`src/rtl/ble_prx_pkg.sv`:
```
// Shared types and constants for the BLE packet receiver.
// Used by ble_prx_cfg, ble_prx_corr, ble_prx_core and the top; depends on nothing.
`default_nettype none

package ble_prx_pkg;

  typedef enum logic [1:0] {
    PH_SEARCH  = 2'd0,
    PH_HEADER  = 2'd1,
    PH_PAYLOAD = 2'd2,
    PH_CRC     = 2'd3
  } phase_e;

  typedef enum logic [1:0] {
    KIND_HEADER  = 2'd0,
    KIND_PAYLOAD = 2'd1,
    KIND_STATUS  = 2'd2
  } kind_e;

  typedef enum logic [7:0] {
    REG_BASE_ADDRESS    = 8'd0,
    REG_MATCH_THRESHOLD = 8'd1,
    REG_WHITENING_SEED  = 8'd2,
    REG_CRC_INIT        = 8'd3
  } reg_index_e;

  typedef struct packed {
    logic [31:0] base_address;
    logic [5:0]  match_threshold;
    logic [6:0]  whitening_seed;
    logic [23:0] crc_init;
  } cfg_t;

  localparam logic [31:0] BASE_ADDRESS_RST    = 32'h8E89_BED6;
  localparam logic [5:0]  MATCH_THRESHOLD_RST = 6'd0;
  localparam logic [6:0]  WHITENING_SEED_RST  = 7'd101;
  localparam logic [23:0] CRC_INIT_RST        = 24'h00_FFFF;

  localparam logic [6:0]  WHITEN_POLY   = 7'h11;
  localparam logic [31:0] CRC_POLY      = 32'h0000_065B;
  localparam logic [7:0]  PREAMBLE_ONE  = 8'hAA;
  localparam logic [7:0]  PREAMBLE_ZERO = 8'h55;
  localparam logic [7:0]  PREFIX_BYTE   = 8'h00;
  localparam int          CODE_CORE_BITS = 48;

endpackage

`default_nettype wire

```
`src/rtl/ble_prx_cfg.sv`:
```
// Configuration register file of the BLE packet receiver.
// Depends on ble_prx_pkg for register indexes and reset values.
`default_nettype none

module ble_prx_cfg (
  input  wire logic              clk_i,
  input  wire logic              rst_ni,
  input  wire logic              cfg_valid_i,
  output logic                   cfg_ready_o,
  input  wire logic [7:0]        cfg_index_i,
  input  wire logic [31:0]       cfg_data_i,
  output ble_prx_pkg::cfg_t      cfg_o
);
  import ble_prx_pkg::*;

  cfg_t cfg_q, cfg_d;

  assign cfg_ready_o = 1'b1;

  always_comb begin
    cfg_d = cfg_q;
    if (cfg_valid_i) begin
      case (cfg_index_i)
        REG_BASE_ADDRESS:    cfg_d.base_address    = cfg_data_i;
        REG_MATCH_THRESHOLD: cfg_d.match_threshold = cfg_data_i[5:0];
        REG_WHITENING_SEED:  cfg_d.whitening_seed  = cfg_data_i[6:0];
        REG_CRC_INIT:        cfg_d.crc_init        = cfg_data_i[23:0];
        default:             cfg_d = cfg_q;
      endcase
    end
  end

  always_ff @(posedge clk_i or negedge rst_ni) begin
    if (!rst_ni) begin
      cfg_q.base_address    <= BASE_ADDRESS_RST;
      cfg_q.match_threshold <= MATCH_THRESHOLD_RST;
      cfg_q.whitening_seed  <= WHITENING_SEED_RST;
      cfg_q.crc_init        <= CRC_INIT_RST;
    end else begin
      cfg_q <= cfg_d;
    end
  end

  assign cfg_o = cfg_q;

endmodule

`default_nettype wire

```
`src/rtl/ble_prx_slicer.sv`:
```
// Input register: slices each soft sample to a hard bit and holds it for the core.
// Stand-alone; no package needed.
`default_nettype none

module ble_prx_slicer (
  input  wire logic               clk_i,
  input  wire logic               rst_ni,
  input  wire logic               in_valid_i,
  output logic                    in_ready_o,
  input  wire logic signed [15:0] soft_sample_i,
  output logic                    bit_valid_o,
  output logic                    bit_o,
  input  wire logic               bit_take_i
);

  logic valid_q, valid_d;
  logic bit_q, bit_d;
  logic load;

  assign in_ready_o = !valid_q || bit_take_i;
  assign load       = in_valid_i && in_ready_o;

  always_comb begin
    valid_d = valid_q;
    bit_d   = bit_q;
    if (load) begin
      valid_d = 1'b1;
      bit_d   = (soft_sample_i > 16'sd0);
    end else if (bit_take_i) begin
      valid_d = 1'b0;
    end
  end

  always_ff @(posedge clk_i or negedge rst_ni) begin
    if (!rst_ni) begin
      valid_q <= 1'b0;
    end else begin
      valid_q <= valid_d;
    end
  end

  always_ff @(posedge clk_i) begin
    bit_q <= bit_d;
  end

  assign bit_valid_o = valid_q;
  assign bit_o       = bit_q;

endmodule

`default_nettype wire

```
`src/rtl/ble_prx_corr.sv`:
```
// Access code correlator: builds the code from the base address and tests the
// bit-error count of a window against the threshold. Depends on ble_prx_pkg.
`default_nettype none

module ble_prx_corr #(
  parameter int ACCESS_CODE_BITS = 48
) (
  input  wire logic [ACCESS_CODE_BITS-1:0] window_i,
  input  wire logic [31:0]                 base_address_i,
  input  wire logic [5:0]                  match_threshold_i,
  output logic                             match_o
);
  import ble_prx_pkg::*;

  localparam int CNT_W = $clog2(ACCESS_CODE_BITS + 1);

  logic [31:0]                 addr_rev;
  logic [CODE_CORE_BITS-1:0]   code_core;
  logic [63:0]                 code_wide;
  logic [ACCESS_CODE_BITS-1:0] diff;
  logic [CNT_W-1:0]            err_cnt;

  always_comb begin
    for (int i = 0; i < 32; i++) begin
      addr_rev[i] = base_address_i[31-i];
    end
  end

  assign code_core = {(base_address_i[0] ? PREAMBLE_ONE : PREAMBLE_ZERO), addr_rev, PREFIX_BYTE};
  assign code_wide = {{(64-CODE_CORE_BITS){1'b0}}, code_core};
  assign diff      = window_i ^ code_wide[ACCESS_CODE_BITS-1:0];

  always_comb begin
    err_cnt = '0;
    for (int i = 0; i < ACCESS_CODE_BITS; i++) begin
      err_cnt = err_cnt + CNT_W'(diff[i]);
    end
  end

  assign match_o = {{(8-CNT_W){1'b0}}, err_cnt} <= {2'b00, match_threshold_i};

endmodule

`default_nettype wire

```
`src/rtl/ble_prx_core.sv`:
```
// Deframer core: phase control, dewhitening, CRC, byte assembly and the result
// register. Depends on ble_prx_pkg and ble_prx_corr.
`default_nettype none

module ble_prx_core #(
  parameter int ACCESS_CODE_BITS  = 48,
  parameter int CRC_BITS          = 24,
  parameter int HEADER_BYTES      = 2,
  parameter int PACKET_COUNT_BITS = 16
) (
  input  wire logic                         clk_i,
  input  wire logic                         rst_ni,
  input  ble_prx_pkg::cfg_t                 cfg_i,
  input  wire logic                         bit_valid_i,
  input  wire logic                         bit_i,
  output logic                              bit_take_o,
  output logic                              out_valid_o,
  input  wire logic                         out_ready_i,
  output logic [1:0]                        kind_o,
  output logic [7:0]                        data_byte_o,
  output logic [7:0]                        frame_length_o,
  output logic                              crc_ok_o,
  output logic [PACKET_COUNT_BITS-1:0]      packet_id_o
);
  import ble_prx_pkg::*;

  localparam int WIN = (ACCESS_CODE_BITS > CRC_BITS) ? ACCESS_CODE_BITS : CRC_BITS;
  localparam int FW  = $clog2(WIN + 1);
  localparam logic [WIN-1:0] ACC_MASK = {WIN{1'b1}} >> (WIN - ACCESS_CODE_BITS);
  localparam logic [WIN-1:0] CRC_MASK = {WIN{1'b1}} >> (WIN - CRC_BITS);
  localparam logic [CRC_BITS-1:0] POLY = CRC_POLY[CRC_BITS-1:0];

  phase_e                      phase_q, phase_d;
  logic [WIN-1:0]              win_q, win_d;
  logic [FW-1:0]               fill_q, fill_d;
  logic [6:0]                  lfsr_q, lfsr_d;
  logic [CRC_BITS-1:0]         crc_q, crc_d;
  logic [7:0]                  shift_q, shift_d;
  logic [2:0]                  bitpos_q, bitpos_d;
  logic [7:0]                  bytepos_q, bytepos_d;
  logic [7:0]                  len_q, len_d;
  logic [PACKET_COUNT_BITS-1:0] cnt_q, cnt_d;

  logic                        out_valid_q, out_valid_d;
  kind_e                       kind_q, kind_d;
  logic [7:0]                  data_q, data_d;
  logic [7:0]                  flen_q, flen_d;
  logic                        ok_q, ok_d;
  logic [PACKET_COUNT_BITS-1:0] pid_q, pid_d;

  // per-bit datapath
  logic                        wtop, dbit;
  logic [6:0]                  lfsr_step;
  logic [CRC_BITS-1:0]         crc_x, crc_step;
  logic [7:0]                  shift_step;
  logic                        byte_done;
  logic [7:0]                  bytepos_inc;
  logic [WIN-1:0]              win_search, win_crc;
  logic [FW-1:0]               fill_inc;
  logic                        search_full, crc_done, hdr_done, match;
  logic                        emit, fire;
  logic                        search_crc_d;

  assign wtop       = lfsr_q[6];
  assign lfsr_step  = {lfsr_q[5:0], 1'b0} ^ (wtop ? WHITEN_POLY : 7'd0);
  assign dbit       = bit_i ^ wtop;
  assign crc_x      = crc_q ^ {dbit, {(CRC_BITS-1){1'b0}}};
  assign crc_step   = crc_x[CRC_BITS-1] ? ({crc_x[CRC_BITS-2:0], 1'b0} ^ POLY)
                                        : {crc_x[CRC_BITS-2:0], 1'b0};
  assign shift_step  = {dbit, shift_q[7:1]};
  assign byte_done   = (bitpos_q == 3'd7);
  assign bytepos_inc = bytepos_q + 8'd1;
  assign win_search  = {win_q[WIN-2:0], bit_i} & ACC_MASK;
  assign win_crc     = {win_q[WIN-2:0], dbit} & CRC_MASK;
  assign fill_inc    = fill_q + FW'(1);
  assign search_full = (fill_q >= FW'(ACCESS_CODE_BITS - 1));
  assign crc_done    = (fill_inc >= FW'(CRC_BITS));
  assign hdr_done    = byte_done && (bytepos_inc >= 8'(HEADER_BYTES));

  ble_prx_corr #(
    .ACCESS_CODE_BITS(ACCESS_CODE_BITS)
  ) u_corr (
    .window_i          (win_search[ACCESS_CODE_BITS-1:0]),
    .base_address_i    (cfg_i.base_address),
    .match_threshold_i (cfg_i.match_threshold),
    .match_o           (match)
  );

  // next phase
  always_comb begin
    phase_d = phase_q;
    case (phase_q)
      PH_SEARCH:  if (search_full && match) phase_d = PH_HEADER;
      PH_HEADER:  if (hdr_done) phase_d = (shift_step == 8'd0) ? PH_CRC : PH_PAYLOAD;
      PH_PAYLOAD: if (byte_done && (bytepos_inc >= len_q)) phase_d = PH_CRC;
      PH_CRC:     if (crc_done) phase_d = PH_SEARCH;
      default:    phase_d = PH_SEARCH;
    endcase
  end

  // result of this bit
  always_comb begin
    emit   = 1'b0;
    kind_d = KIND_HEADER;
    data_d = 8'd0;
    flen_d = len_q;
    ok_d   = 1'b0;
    case (phase_q)
      PH_HEADER: begin
        emit   = hdr_done;
        flen_d = shift_step;
      end
      PH_PAYLOAD: begin
        emit   = byte_done;
        kind_d = KIND_PAYLOAD;
        data_d = shift_step;
      end
      PH_CRC: begin
        emit   = crc_done;
        kind_d = KIND_STATUS;
        ok_d   = (win_crc[CRC_BITS-1:0] == crc_q);
      end
      default: emit = 1'b0;
    endcase
  end

  assign pid_d      = cnt_q;
  assign fire       = bit_valid_i && (!emit || !out_valid_q || out_ready_i);
  assign bit_take_o = fire;

  // state datapath
  always_comb begin
    win_d     = win_q;
    fill_d    = fill_q;
    lfsr_d    = lfsr_q;
    crc_d     = crc_q;
    shift_d   = shift_q;
    bitpos_d  = bitpos_q;
    bytepos_d = bytepos_q;
    len_d     = len_q;
    cnt_d     = cnt_q;
    search_crc_d = 1'b0;
    case (phase_q)
      PH_SEARCH: begin
        win_d = win_search;
        if (!search_full) begin
          fill_d = fill_inc;
        end else if (match) begin
          lfsr_d    = cfg_i.whitening_seed;
          crc_d     = CRC_BITS'({8'd0, cfg_i.crc_init});
          len_d     = 8'd0;
          shift_d   = 8'd0;
          bitpos_d  = 3'd0;
          bytepos_d = 8'd0;
        end
      end
      PH_HEADER, PH_PAYLOAD: begin
        lfsr_d   = lfsr_step;
        crc_d    = crc_step;
        shift_d  = shift_step;
        bitpos_d = bitpos_q + 3'd1;
        if (byte_done) begin
          bytepos_d = bytepos_inc;
        end
        if (phase_q == PH_HEADER && hdr_done) begin
          len_d     = shift_step;
          shift_d   = 8'd0;
          bytepos_d = 8'd0;
          search_crc_d = (shift_step == 8'd0);
        end
        if (phase_q == PH_PAYLOAD && byte_done && (bytepos_inc >= len_q)) begin
          search_crc_d = 1'b1;
        end
        if (search_crc_d) begin
          win_d  = '0;
          fill_d = '0;
        end
      end
      PH_CRC: begin
        lfsr_d = lfsr_step;
        win_d  = win_crc;
        fill_d = fill_inc;
        if (crc_done) begin
          cnt_d  = cnt_q + PACKET_COUNT_BITS'(1);
          win_d  = '0;
          fill_d = '0;
        end
      end
      default: win_d = win_q;
    endcase
  end

  always_comb begin
    out_valid_d = out_valid_q;
    if (fire && emit) begin
      out_valid_d = 1'b1;
    end else if (out_ready_i) begin
      out_valid_d = 1'b0;
    end
  end

  always_ff @(posedge clk_i or negedge rst_ni) begin
    if (!rst_ni) begin
      phase_q     <= PH_SEARCH;
      win_q       <= '0;
      fill_q      <= '0;
      lfsr_q      <= '0;
      crc_q       <= '0;
      shift_q     <= '0;
      bitpos_q    <= '0;
      bytepos_q   <= '0;
      len_q       <= '0;
      cnt_q       <= '0;
      out_valid_q <= 1'b0;
    end else begin
      out_valid_q <= out_valid_d;
      if (fire) begin
        phase_q   <= phase_d;
        win_q     <= win_d;
        fill_q    <= fill_d;
        lfsr_q    <= lfsr_d;
        crc_q     <= crc_d;
        shift_q   <= shift_d;
        bitpos_q  <= bitpos_d;
        bytepos_q <= bytepos_d;
        len_q     <= len_d;
        cnt_q     <= cnt_d;
      end
    end
  end

  always_ff @(posedge clk_i) begin
    if (fire && emit) begin
      kind_q <= kind_d;
      data_q <= data_d;
      flen_q <= flen_d;
      ok_q   <= ok_d;
      pid_q  <= pid_d;
    end
  end

  assign out_valid_o    = out_valid_q;
  assign kind_o         = kind_q;
  assign data_byte_o    = data_q;
  assign frame_length_o = flen_q;
  assign crc_ok_o       = ok_q;
  assign packet_id_o    = pid_q;

  a_search_fill: assert property (@(posedge clk_i) disable iff (!rst_ni)
    phase_q == PH_SEARCH |-> fill_q <= FW'(ACCESS_CODE_BITS - 1))
    else $error("search window fill out of range");

  a_bit_aligned: assert property (@(posedge clk_i) disable iff (!rst_ni)
    (phase_q == PH_SEARCH || phase_q == PH_CRC) |-> bitpos_q == 3'd0)
    else $error("bit position not byte aligned outside header/payload");

  a_payload_pos: assert property (@(posedge clk_i) disable iff (!rst_ni)
    phase_q == PH_PAYLOAD |-> bytepos_q < len_q)
    else $error("payload byte position beyond length");

  a_status_ends: assert property (@(posedge clk_i) disable iff (!rst_ni)
    (fire && emit && phase_q == PH_CRC) |=> phase_q == PH_SEARCH)
    else $error("status beat did not return to search");

  a_count_step: assert property (@(posedge clk_i) disable iff (!rst_ni)
    (fire && emit && phase_q == PH_CRC) |=>
      cnt_q == PACKET_COUNT_BITS'($past(cnt_q) + PACKET_COUNT_BITS'(1)))
    else $error("packet counter did not advance on status beat");

endmodule

`default_nettype wire

```
`src/rtl/ble_packet_receiver_unit.sv`:
```
// BLE packet receiver: access code search, dewhitening, CRC-24 check, byte output.
// Path: input register, core, result register; the two registers decouple the two sides.
// Throughput: one sample per cycle, unless a result beat waits on out_ready_i.
// Reset (async, active low): search phase, counters cleared, registers at defaults.
// Depends on ble_prx_pkg, ble_prx_cfg, ble_prx_slicer, ble_prx_core.
`default_nettype none

module ble_packet_receiver_unit #(
  parameter int ACCESS_CODE_BITS  = 48,
  parameter int CRC_BITS          = 24,
  parameter int HEADER_BYTES      = 2,
  parameter int PACKET_COUNT_BITS = 16
) (
  input  wire logic                         clk_i,
  input  wire logic                         rst_ni,
  input  wire logic                         cfg_valid_i,
  output logic                              cfg_ready_o,
  input  wire logic [7:0]                   cfg_index_i,
  input  wire logic [31:0]                  cfg_data_i,
  input  wire logic                         in_valid_i,
  output logic                              in_ready_o,
  input  wire logic signed [15:0]           soft_sample_i,
  output logic                              out_valid_o,
  input  wire logic                         out_ready_i,
  output logic [1:0]                        kind_o,
  output logic [7:0]                        data_byte_o,
  output logic [7:0]                        frame_length_o,
  output logic                              crc_ok_o,
  output logic [PACKET_COUNT_BITS-1:0]      packet_id_o
);
  import ble_prx_pkg::*;

  cfg_t cfg;
  logic bit_valid, bit_val, bit_take;

  ble_prx_cfg u_cfg (
    .clk_i       (clk_i),
    .rst_ni      (rst_ni),
    .cfg_valid_i (cfg_valid_i),
    .cfg_ready_o (cfg_ready_o),
    .cfg_index_i (cfg_index_i),
    .cfg_data_i  (cfg_data_i),
    .cfg_o       (cfg)
  );

  ble_prx_slicer u_slicer (
    .clk_i         (clk_i),
    .rst_ni        (rst_ni),
    .in_valid_i    (in_valid_i),
    .in_ready_o    (in_ready_o),
    .soft_sample_i (soft_sample_i),
    .bit_valid_o   (bit_valid),
    .bit_o         (bit_val),
    .bit_take_i    (bit_take)
  );

  ble_prx_core #(
    .ACCESS_CODE_BITS  (ACCESS_CODE_BITS),
    .CRC_BITS          (CRC_BITS),
    .HEADER_BYTES      (HEADER_BYTES),
    .PACKET_COUNT_BITS (PACKET_COUNT_BITS)
  ) u_core (
    .clk_i          (clk_i),
    .rst_ni         (rst_ni),
    .cfg_i          (cfg),
    .bit_valid_i    (bit_valid),
    .bit_i          (bit_val),
    .bit_take_o     (bit_take),
    .out_valid_o    (out_valid_o),
    .out_ready_i    (out_ready_i),
    .kind_o         (kind_o),
    .data_byte_o    (data_byte_o),
    .frame_length_o (frame_length_o),
    .crc_ok_o       (crc_ok_o),
    .packet_id_o    (packet_id_o)
  );

endmodule

`default_nettype wire
```
`config.mk`:
```
export PLATFORM = sky130hd
export DESIGN_NAME = ble_packet_receiver_unit
export DESIGN_NICKNAME = d
export VERILOG_FILES = /design/src/rtl/ble_prx_pkg.sv /design/src/rtl/ble_prx_cfg.sv /design/src/rtl/ble_prx_slicer.sv /design/src/rtl/ble_prx_corr.sv /design/src/rtl/ble_prx_core.sv /design/src/rtl/ble_packet_receiver_unit.sv
export SDC_FILE = /design/constraint.sdc
export NUM_CORES = 1
export LEC_CHECK = 0
export BUFFER_PORTS_ARGS = -buffer_cell sky130_fd_sc_hd__buf_2
export CAP_MARGIN = 0
export CORE_MARGIN = 5
export CORE_UTILIZATION = 60
export DETAILED_ROUTE_END_ITERATION = 8
export PLACE_DENSITY = 0.89
export SYNTH_ARGS = -nofsm -noshare
export SYNTH_HDL_FRONTEND = slang
export SYNTH_SLANG_ARGS = --single-unit
```
`constraint.sdc`:
```
create_clock -name clk_i -period 10.12 [get_ports clk_i]
set_input_delay 0.506 -clock clk_i [delete_from_list [all_inputs] [get_ports clk_i]]
set_output_delay 0.506 -clock clk_i [all_outputs]
set_load 0.05 [all_outputs]
```
== Word-level counts from Yosys, hierarchy flattened ==
Index checks and enable logic that the tools add are counted.

* $add $sub $neg: 51
* Reductions and logical operators: 35
* Bitwise logic cells: 5
* Equal/unequal tests: 18
* $lt $le $gt $ge: 6
* Muxes and demuxes: 44

{| class="wikitable"
|+ Operators by type and width
! kind !! count
|-
| adder 6 x 1 -> 6 bit || 42
|-
| one-hot mux 47 bit (3 select lines) || 1
|-
| two-way mux 24 bit || 3
|-
| two-way mux 8 bit || 8
|-
| one-hot mux 24 bit (2 select lines) || 1
|-
| one-hot mux 8 bit (2 select lines) || 3
|-
| bitwise XOR 48 bit || 1
|-
| two-way mux 47 bit || 1
|-
| == test 24 bit || 1
|-
| bitwise XOR 24 bit || 1
|-
| two-way mux 6 bit || 3
|-
| one-hot mux 6 bit (3 select lines) || 1
|-
| adder 16 x 1 -> 16 bit, second input constant || 1
|-
| == test 8 x 2 -> 1 bit, second input constant || 2
|-
| > comparator 16 x 1 -> 1 bit, second input constant || 1
|-
| zero test 8 bit || 2
|-
| != test 2 x 1 -> 1 bit, second input constant || 8
|-
| AND reduction 5 bit || 3
|-
| two-way mux 7 bit || 2
|-
| one-hot mux 7 bit (2 select lines) || 1
|-
| two-way mux 11 bit || 1
|-
| AND reduction 2 bit || 5
|-
| logical AND 1 bit || 9
|-
| AND reduction 3 bit || 3
|-
| other kinds (37) || 55
|}

* Register bits after elaboration: 236
* Logic and storage cells: 181
* Bits of input ports: 61

== Longest topological paths before layout ==
Gate-level depths: netlist of run 1.

* Word-level depth: 53
* Mapped depth: 31
* Depth with buffers taken out: 28

== By module ==
A second synthesis of run 1 with hierarchy kept.

* Cells, all modules: 1,136
* Area total of the unflattened synthesis: 12,431.9 sq um

{| class="wikitable"
|+ By module, submodules not included
! module !! times used !! sequential area each (sq um) !! cells each !! area an instance (sq um)
|-
| ble_prx_core || 1 || 4,279.1 || 807 || 7,990.2
|-
| ble_prx_cfg || 1 || 1,774.2 || 152 || 2,682.6
|-
| ble_prx_corr || 1 || 0.0 || 167 || 1,652.8
|-
| ble_prx_slicer || 1 || 55.1 || 10 || 106.4
|}

== Worst setup path before layout of run 1 ==
Ideal clock, no wire load.

* Path type: register -> register
* Start: register u_cfg.cfg_q (netlist bit u_cfg.cfg_o[37])
* End: register u_core.bitpos_q[0]
* Stages on the path, launching flop included: 27
* Path buffers: 3
* Arrival time: 7.239 ns
* Slack: 2.747 ns
* Data required time: 9.985 ns
* Library setup time: 0.135 ns
* Cells stage by stage: dfrtp_1 -> clkbuf_1 -> xor2_1 -> fa_1 -> fa_1 -> fa_1 -> inv_1 -> fa_1 -> inv_1 -> fa_1 -> fa_1 -> fa_1 -> inv_1 -> ha_1 -> a21o_1 -> a21oi_1 -> xnor2_1 -> ha_1 -> a21o_1 -> a21o_1 -> a2111o_1 -> a221oi_1 -> nand3_1 -> buf_2 -> buf_2 -> nand2_1 -> o21ai_0

* Cells in the longest elaborated chain, start to end: 13
* Elaborated cells on any way between the ends: 14
* Classes of those cells: 9 x add/sub; 1 x order compare; 1 x eq/ne; 1 x mux; 1 x bitwise; 1 x reduce/logical

{| class="wikitable"
|+ RTL lines
! item !! line !! source
|-
| start, declared || ble_prx_cfg.sv:16 || <nowiki>cfg_t cfg_q, cfg_d;</nowiki>
|-
| start signal, assigned || ble_prx_cfg.sv:40 || <nowiki>cfg_q <= cfg_d;</nowiki>
|-
| bitwise XOR 48 bit (*) || ble_prx_corr.sv:31 || <nowiki>assign diff = window_i ^ code_wide[ACCESS_CODE_BITS-1:0];</nowiki>
|-
| adder 6 x 1 -> 6 bit or bitwise XOR 48 bit (tied branches) || ble_prx_corr.sv:36, ble_prx_corr.sv:31 ||
|-
| adder 6 x 1 -> 6 bit (7 in a row) || ble_prx_corr.sv:36 || <nowiki>err_cnt = err_cnt + CNT_W'(diff[i]);</nowiki>
|-
| adder 6 x 1 -> 6 bit (*) || ble_prx_corr.sv:36 ||
|-
| <= comparator 6 bit (*) || ble_prx_corr.sv:40 || <nowiki>assign match_o = {{(8-CNT_W){1'b0}}, err_cnt} <= {2'b00, match_threshold_i};</nowiki>
|-
| != test 2 x 1 -> 1 bit (no source line) (*) || -- ||
|-
| AND reduction 4 bit (no source line) (*) || -- ||
|-
| end signal, assigned || ble_prx_core.sv:224 || <nowiki>bitpos_q <= bitpos_d;</nowiki>
|-
| end, declared || ble_prx_core.sv:39 || <nowiki>logic [2:0] bitpos_q, bitpos_d;</nowiki>
|}

Mark *: on every way between the ends. The rest lies on a longest branch, timed or not.
A chain may end at the register's enable or synchronous reset.

== Worst setup path after layout of run 1 ==
* Start: register u_cfg.cfg_q (netlist bit u_cfg.cfg_o[68])
* End: register u_core.bytepos_q[4]

* Cells in the longest elaborated chain, start to end: 44

{| class="wikitable"
|+ RTL lines
! item !! line !! source
|-
| bitwise XOR 48 bit || ble_prx_corr.sv:31 ||
|-
| adder 6 x 1 -> 6 bit (40 in a row) || ble_prx_corr.sv:36 ||
|-
| <= comparator 6 bit || ble_prx_corr.sv:40 ||
|-
| != test 2 x 1 -> 1 bit (no source line) || -- ||
|-
| AND reduction 5 bit (no source line) || -- ||
|-
| end signal, assigned || ble_prx_core.sv:225 || <nowiki>bytepos_q <= bytepos_d;</nowiki>
|-
| end, declared || ble_prx_core.sv:40 || <nowiki>logic [7:0] bytepos_q, bytepos_d;</nowiki>
|}

Every way passes these cells.

==> flow_summary.yaml, run 1 <==
status:
  outcome: "complete, no violations"
cts:
  clk_latency_ns: 0.52
  clock-sinks: 235
  hold_buffers: 0
  h-tree-depth: 1
  cts_tree: "yes"
  cts_resized: 0
  postCtsSetupRepairBufs: 0
  cts_made_buffers: 25
  clockRootBuffer: "clkbuf_16"
  clk_pin_slew_ns: 0.06
  clockBufferDepth: 3
place:
  preCtsSetupSlack_ns: 2.03
  gp_congestion: 0.881
  dp_cells: 1426
  hpwl_mm: 18.5
  placed_area_sq_um: 12900
  port-buffer-count: 97
timing:
  period_minus_slack_ns: 8.22
  worst_slack_ns: 1.90
  tightest_slew_ns: 1.17
  totalNegativeSetupSlack_ns: 0
  maxSlewViolCount: 0
  fin_skew_ns: 0.0201
  slew_headroom_pct: 21.3
  finalCritPeriodShare_pct: 81.2
  setup_violations: 0
  fmax_mhz: 122
  hold_violations: 0
  rsz0062_at_grt: "no"
floorplan:
  die_area_sq_um: 23200
  core_area_sq_um: 20100
  row_count: 52
  ios: 99
  die_y_um: 152
  start_util_pct: 60.4
  die_w_um: 152
routing:
  ant_nets: 0
  dr.first_iter.drc_count: 573
  drt_pass1_iterations: 5
  drt-total-wl_mm: 26.5
  via_count: 8382
  vias_per_cell: 5.69
  drcViolationCount: 0
  wl_per_cell_um: 18.0
synth:
  syn_area_sq_um: 12100
  synth_enable_flop_cells: 36
  synth-seq-cells: 235
  synth.area.mux_share_pct: 9.70
  yosys.area.top_type: "dfrtp_1"
  synthAdderAreaFrac_pct: 9.97
  avgSynthCellArea_sq_um: 11.1
  yosysUniqueCellTypes: 63
  ys_seq_area_share_pct: 50.3
  synth_compound_area_share_pct: 7.94
  async_reset_ff_share_pct: 84.7
  synthXorXnorAreaFrac_pct: 6.99
  syn_nets: 1233
  synth_flop_cell: "dfrtp_1"
  ys_warn_count: 0
  synth_simple_gate_area_share_pct: 11.1
  synth_top_area_share_pct: 33.2
  synthTopCellsByArea: "dfrtp_1 (33%), edfxtp_1 (8.9%), dfstp_2 (8.2%), mux2_2 (6.5%), fa_1 (6.3%)"
  syn_inst: 1098
  synth_top_family_by_area: "simple AND/OR/NAND/NOR gates"
power_and_ir_drop:
  pwr-share-seq_pct: 32.5
  powerDensity_nw_per_um2: 272
  p_switching_mw: 1.46
  p_clk_share_pct: 24.4
  pwr-share-comb_pct: 43.0
  leakagePower_nw: 6.23
  intPower_mw: 2.26
  ir_drop_mv: 0.174
  switching_share_pct: 39.2
critical_path:
  path_class: "flop to flop"
  r2r-start: "u_cfg.cfg_o[68]"
  critPathMaxFanout: 20
  reg2regPathDepth: 24
  reg2reg_slack_ns: 1.90
  arrival_ns: 8.66
  timing.critical_path.required_ns: 10.56
  cp-start-kind: "flop"
  r2r_end: "u_core.bytepos_q[4]"
  end_kind: "flop"
global_routing:
  grt_max_degree: 124
  antenna_found_initial: 0
  grt_pass1_vias: 8725
  grt_use_total_pct: 23.0
  grt_pass1_wl_mm: 44.5
  grt_overflow: 0
finish:
  final_cells: 1472
  antenna_cells: 0
  areaGrowthSynthToFinish_pct: 12.6
  fillers: 1377
  final_layout_size_suffix_gt1_share_pct: 21.5
  fin_nets: 1318
  postLayoutCellArea_sq_um: 13700
  final_util_pct: 68.1
run:
  cap_violations: 0
worst_hold_path:
  min_path_type: "input pin to async pin"
==> flip-flops by register name (all words and copies together), names as in the netlist, 3 cells and up <==
name                   flops
u_core.packet_id_o        16
u_core.crc_q              24
u_core.shift_q             7
u_core.frame_length_o      8
u_core.fill_q              6
u_core.len_q               8
u_core.bitpos_q            3
u_core.lfsr_q              7
u_core.win_q              47
u_core.cnt_q              16
u_cfg.cfg_o               69
u_core.bytepos_q           8
u_core.data_byte_o         8
==> how the worst max path moves through the flow <==
stage,start,endpoint,cells after the start
after global routing,u_cfg.cfg_o[68],u_core.bytepos_q[4],24
after detailed placement,u_cfg.cfg_o[68],u_core.bytepos_q[4],24
after floorplan,u_cfg.cfg_o[37],u_core.bitpos_q[0],26
after CTS,u_cfg.cfg_o[68],u_core.bytepos_q[4],24
final,u_cfg.cfg_o[68],u_core.bytepos_q[4],24
after global placement,u_cfg.cfg_o[68],u_core.bytepos_q[5],24
==> layout make-up <==
type,instances,area (sq um),area share (%)
sequential,235,6110,44.6
multi-input combinational,740,5570,40.7
clock buffer,36,717,5.24
timing repair buffer,105,554,4.05
tap,270,338,2.47
inverter,76,285,2.08
clock inverter,10,110,0.805
==> Yosys cell counts (all sizes together) (12+ instances only) <==
cell and number:
clkbuf 32, a21oi 19, nor4 12, mux2i 39, fa 38, ha 36, edfxtp 36, xnor2 60
o21ai 103, xor2 37, buf 15, inv 75, dfrtp 161, dfstp 38, nand3 19, nand2 185
nor2 24, mux2 70
==> per-layer routing <==
metal | vias up | track usage (%) | part of all wire (%)
met5 | - | 0 | 0
met4 | 0 | 5.74 | 2.4
met3 | 51 | 3.89 | 6.0
met2 | 287 | 38.9 | 50
met1 | 4151 | 31.3 | 42
li1 | 3893 | - | -
==> cells by family after synthesis <==
kind of cell / count (synthesis)
xor+xnor: 97
compound gates: 161
flops: 235
mux: 109
fa+ha+maj: 74
other cells: 1
simple gates: 298
buf+inv: 123
==> power by group through the flow <==
stage	logic (mW)	clock network, mW	registers [mW]
finish	1.60	0.909	1.21
detailed placement	1.54	0	1.22
CTS	1.60	0.924	1.21
global route	1.79	0.963	1.22
floorplan	1.22	0	1.18
global placement	1.47	0	1.21
==> critical path, stage by stage, from the launching register on <==
cell and delay (ns):
dfstp_2 0.54, xor2_1 0.23, fa_1 0.47, fa_1 0.52, inv_1 0.08, fa_1 0.55
fa_1 0.53, fa_1 0.53, fa_1 0.55, inv_1 0.06, fa_1 0.54, ha_1 0.18
inv_1 0.06, fa_1 0.41, inv_1 0.09, a21o_1 0.12, a21oi_1 0.09, xnor2_1 0.14
ha_1 0.30, a21o_1 0.17, a2111o_1 0.42, a221oi_1 0.41, nand2_1 0.43, nor2_2 0.50
mux2i_1 0.25
==> through the flow <==
step                      hold slack [ns]  power (mW)
final                               0.105        3.72
after global routing                0.198        3.98
after CTS                           0.179        3.73
after detailed placement            0.436        2.76
after global placement              0.434        2.68
after floorplan                     0.210        2.40
==> cells in the final DEF (no fill, tap or decap), types with 3 or more instances in the layout <==
cell type  instances
a21oi_1           18
dfrtp_1          161
nor3_1             4
nand2b_1           6
edfxtp_1          36
inv_1             75
o22ai_1            5
inv_6              3
buf_2             96
a2111o_1           3
clkinv_1           4
mux2i_1           39
and2_1             9
o21ai_0          102
nor4_1            12
and3_1             8
ha_1              36
nand4_1            9
clkbuf_1           6
dfstp_2           38
or3_1              5
and4_1             3
clkbuf_8           6
nand2_1          185
nor2_1            22
xor2_1            37
nand3_1           18
nor2b_1            3
xnor2_1           60
buf_4              8
fa_1              38
clkbuf_16         25
mux2_2            70
a21o_1             6
Note: power is estimated with default switching activity, not from simulation.
==> run 2, diff against run 1 <==
--- a/config.mk
+++ b/config.mk
@@ -5,6 +5,7 @@
 export SDC_FILE = /design/constraint.sdc
 export NUM_CORES = 1
 export LEC_CHECK = 0
+export ABC_AREA = 1
 export BUFFER_PORTS_ARGS = -buffer_cell sky130_fd_sc_hd__buf_2
 export CAP_MARGIN = 0
 export CORE_MARGIN = 5
==> constraint.sdc (replaced) <==
create_clock -name clk_i -period 7.8 [get_ports clk_i]
set_input_delay 0.39 -clock clk_i [delete_from_list [all_inputs] [get_ports clk_i]]
set_output_delay 0.39 -clock clk_i [all_outputs]
set_load 0.05 [all_outputs]
==> flow_summary.yaml, run 2 <==
place:
  hpwl_mm: 22.2
  gp_congestion: 0.971
  preCtsSetupSlack_ns: 0.390
  port-buffer-count: 97
  placed_area_sq_um: 13600
  dp_cells: 1858
worst_hold_path:
  hold_start: "out_ready_i"
  min_path_type: "input pin to flop"
critical_path:
  r2r-start: "u_cfg.cfg_o[64]"
  critPathMaxFanout: 9
  end_kind: "flop"
  crit_top_cell: "fa_1"
  critPathLaunch: "u_cfg.cfg_o[64]"
  max_stage_delay_ns: 0.55
  crit_slowest_cell: "dfstp_2"
  arrival_ns: 7.70
  crit_family: "adder cells"
  timing.critical_path.required_ns: 8.21
  cp-start-kind: "flop"
  path_class: "flop to flop"
  crit_buf_inv: 4
timing:
  totalNegativeSetupSlack_ns: 0
  period_minus_slack_ns: 7.29
  slew_headroom_pct: 28.4
  rsz0062_at_grt: "no"
  setup_violations: 0
  finalCritPeriodShare_pct: 93.4
  maxSlewViolCount: 0
  fin_skew_ns: 0.0101
  hold_slack_ns: 0.0667
  hold_violations: 0
  worst_slack_ns: 0.513
  tightest_slew_ns: 1.07
  fmax_mhz: 137
global_routing:
  grt_pass1_wl_mm: 51.6
  grt_use_total_pct: 25.9
  grt_max_degree: 77
  grt_overflow: 0
  antenna_found_initial: 0
  grt_pass1_vias: 10500
synth:
  synth_enable_flop_cells: 36
  synth_top_area_share_pct: 31.0
  yosysUniqueCellTypes: 48
  ys_warn_count: 0
  avgSynthCellArea_sq_um: 8.48
  yosys-top-cells-count: "nand2_1 (528), inv_1 (190), dfrtp_1 (161)"
  synthTopCellsByArea: "dfrtp_1 (31%), nand2_1 (15%), edfxtp_1 (8.3%), dfstp_2 (7.7%), fa_1 (5.9%)"
  async_reset_ff_share_pct: 84.7
  syn_nets: 1667
  synth_most_common_cell: "nand2_1"
  ys_seq_area_share_pct: 47.0
  yosys.area.top_type: "dfrtp_1"
  synth-seq-cells: 235
  synth_flop_cell: "dfrtp_1"
  syn_area_sq_um: 13000
  syn_inst: 1532
finish:
  final_common_cell: "nand2_1"
  largest_reg_flops: 69
  final_util_pct: 68.6
  final-seq-area_sq_um: 6110
  final_cell_mix: "nand2_1 (527), inv_1 (190), dfrtp_1 (160), o21ai_0 (118), buf_2 (96)"
  antenna_cells: 0
  postLayoutCellArea_sq_um: 14500
  final_cells: 1905
  fillers: 1615
  areaGrowthSynthToFinish_pct: 11.8
  final_layout_size_suffix_gt1_share_pct: 13.7
  fin_nets: 1746
  multiInputGateArea_sq_um: 5840
power_and_ir_drop:
  powerDensity_nw_per_um2: 374
  leakagePower_nw: 7.25
  ir_drop_mv: 0.237
  total_power_mw: 5.43
routing:
  ant_nets: 0
  wl_per_cell_um: 16.6
  drcViolationCount: 0
  drt-total-wl_mm: 31.6
  vias_per_cell: 5.55
  dr.first_iter.drc_count: 798
  via_count: 10600
  drt_pass1_iterations: 6
run:
  cap_violations: 0
cts:
  clock-sinks: 235
  clockBufferDepth: 3
  postCtsSetupRepairBufs: 0
  clk_latency_ns: 0.53
  cts_made_buffers: 25
  cts_tree: "yes"
  clk_pin_slew_ns: 0.07
  h-tree-depth: 1
  clockRootBuffer: "clkbuf_16"
floorplan:
  start_util_pct: 61.4
  die_w_um: 157
  row_count: 53
  die_y_um: 157
  core_area_sq_um: 21200
  die_area_sq_um: 24700
  ios: 99
status:
  outcome: "complete, no violations"
-- run 2: changes by cell type after synthesis, sizes merged, moves of 28 or more --
cell and delta:
nor2 +37, mux2i -39, inv +118, mux2 -62, nand2 +350, nand3b +28, nand3 +58
-- run 2: worst register-to-register path: stages, from the launching register on --
cell      delay [ns]
dfstp_2         0.55
xnor2_1         0.10
fa_1            0.54
inv_1           0.05
fa_1            0.48
inv_1           0.06
fa_1            0.52
fa_1            0.54
fa_1            0.52
fa_1            0.55
inv_1           0.05
fa_1            0.55
ha_1            0.14
inv_1           0.06
fa_1            0.41
o21ai_0         0.22
xor2_1          0.17
ha_1            0.25
nand2_1         0.09
nor2_1          0.07
o21ai_0         0.08
o211ai_1        0.11
nand3_1         0.14
o21ai_2         0.11
nor3_2          0.40
nand2_2         0.22
nand2_1         0.12
nand2_1         0.07
-- run 2: cell type report --
| type | count | area share (%) |
|---|---|---|
| multi-input cells | 1043 | 40.2 |
| well taps | 275 | 2.37 |
| flip-flops and latches | 235 | 42.1 |
| repair buffers | 112 | 4.20 |
| clock buffers | 32 | 4.84 |
| inverters | 194 | 5.03 |
| clock inverters | 14 | 1.27 |
-- run 2: final timing paths --
kind,endpoint,slack (ns),depth (start not counted)
setup / recovery,u_core.len_q[5],0.51,27
hold / removal,u_core.out_valid_o,0.07,2
setup reg to reg,u_core.len_q[5],0.51,27
hold reg to reg,u_core.len_q[4],0.48,2
max in group asynchronous,u_core.crc_q[16],6.03,3
min in group asynchronous,u_core.phase_q[0],0.41,2
-- run 2: logic make-up (layout without fill, tap and decap cells) --
group | Yosys count | count (layout) | synth area share (%)
compound gates | 165 | 165 | 6.79
xor+xnor | 60 | 60 | 4.05
fa+ha+maj | 74 | 74 | 9.32
buf+inv | 254 | 352 | 8.13
flops | 235 | 235 | 47.0
mux | 8 | 8 | 0.694
other cells | 1 | 1 | 0.0289
simple gates | 735 | 735 | 24.0
-- run 2: repair_timing --
item	in CTS	in global routing
resized for setup	0	3
endpoints found under the setup margin	0	49
hold buffers	1	0
hold endpoints to repair	47	0
-- run 2: metal layers --
layer	up-vias	global-route usage [%]	part of all wire, %
li1	4985	-	-
met1	5057	33.3	39
met2	430	44.0	49
met3	93	4.29	7.6
met4	0	10.7	4.6
met5	-	0	0
-- run 2: power by group --
part	total (mW)	switching, mW	internal [mW]
sequential	1.52	0.137	1.38
clock	1.27	0.499	0.770
combinational	2.64	1.74	0.902
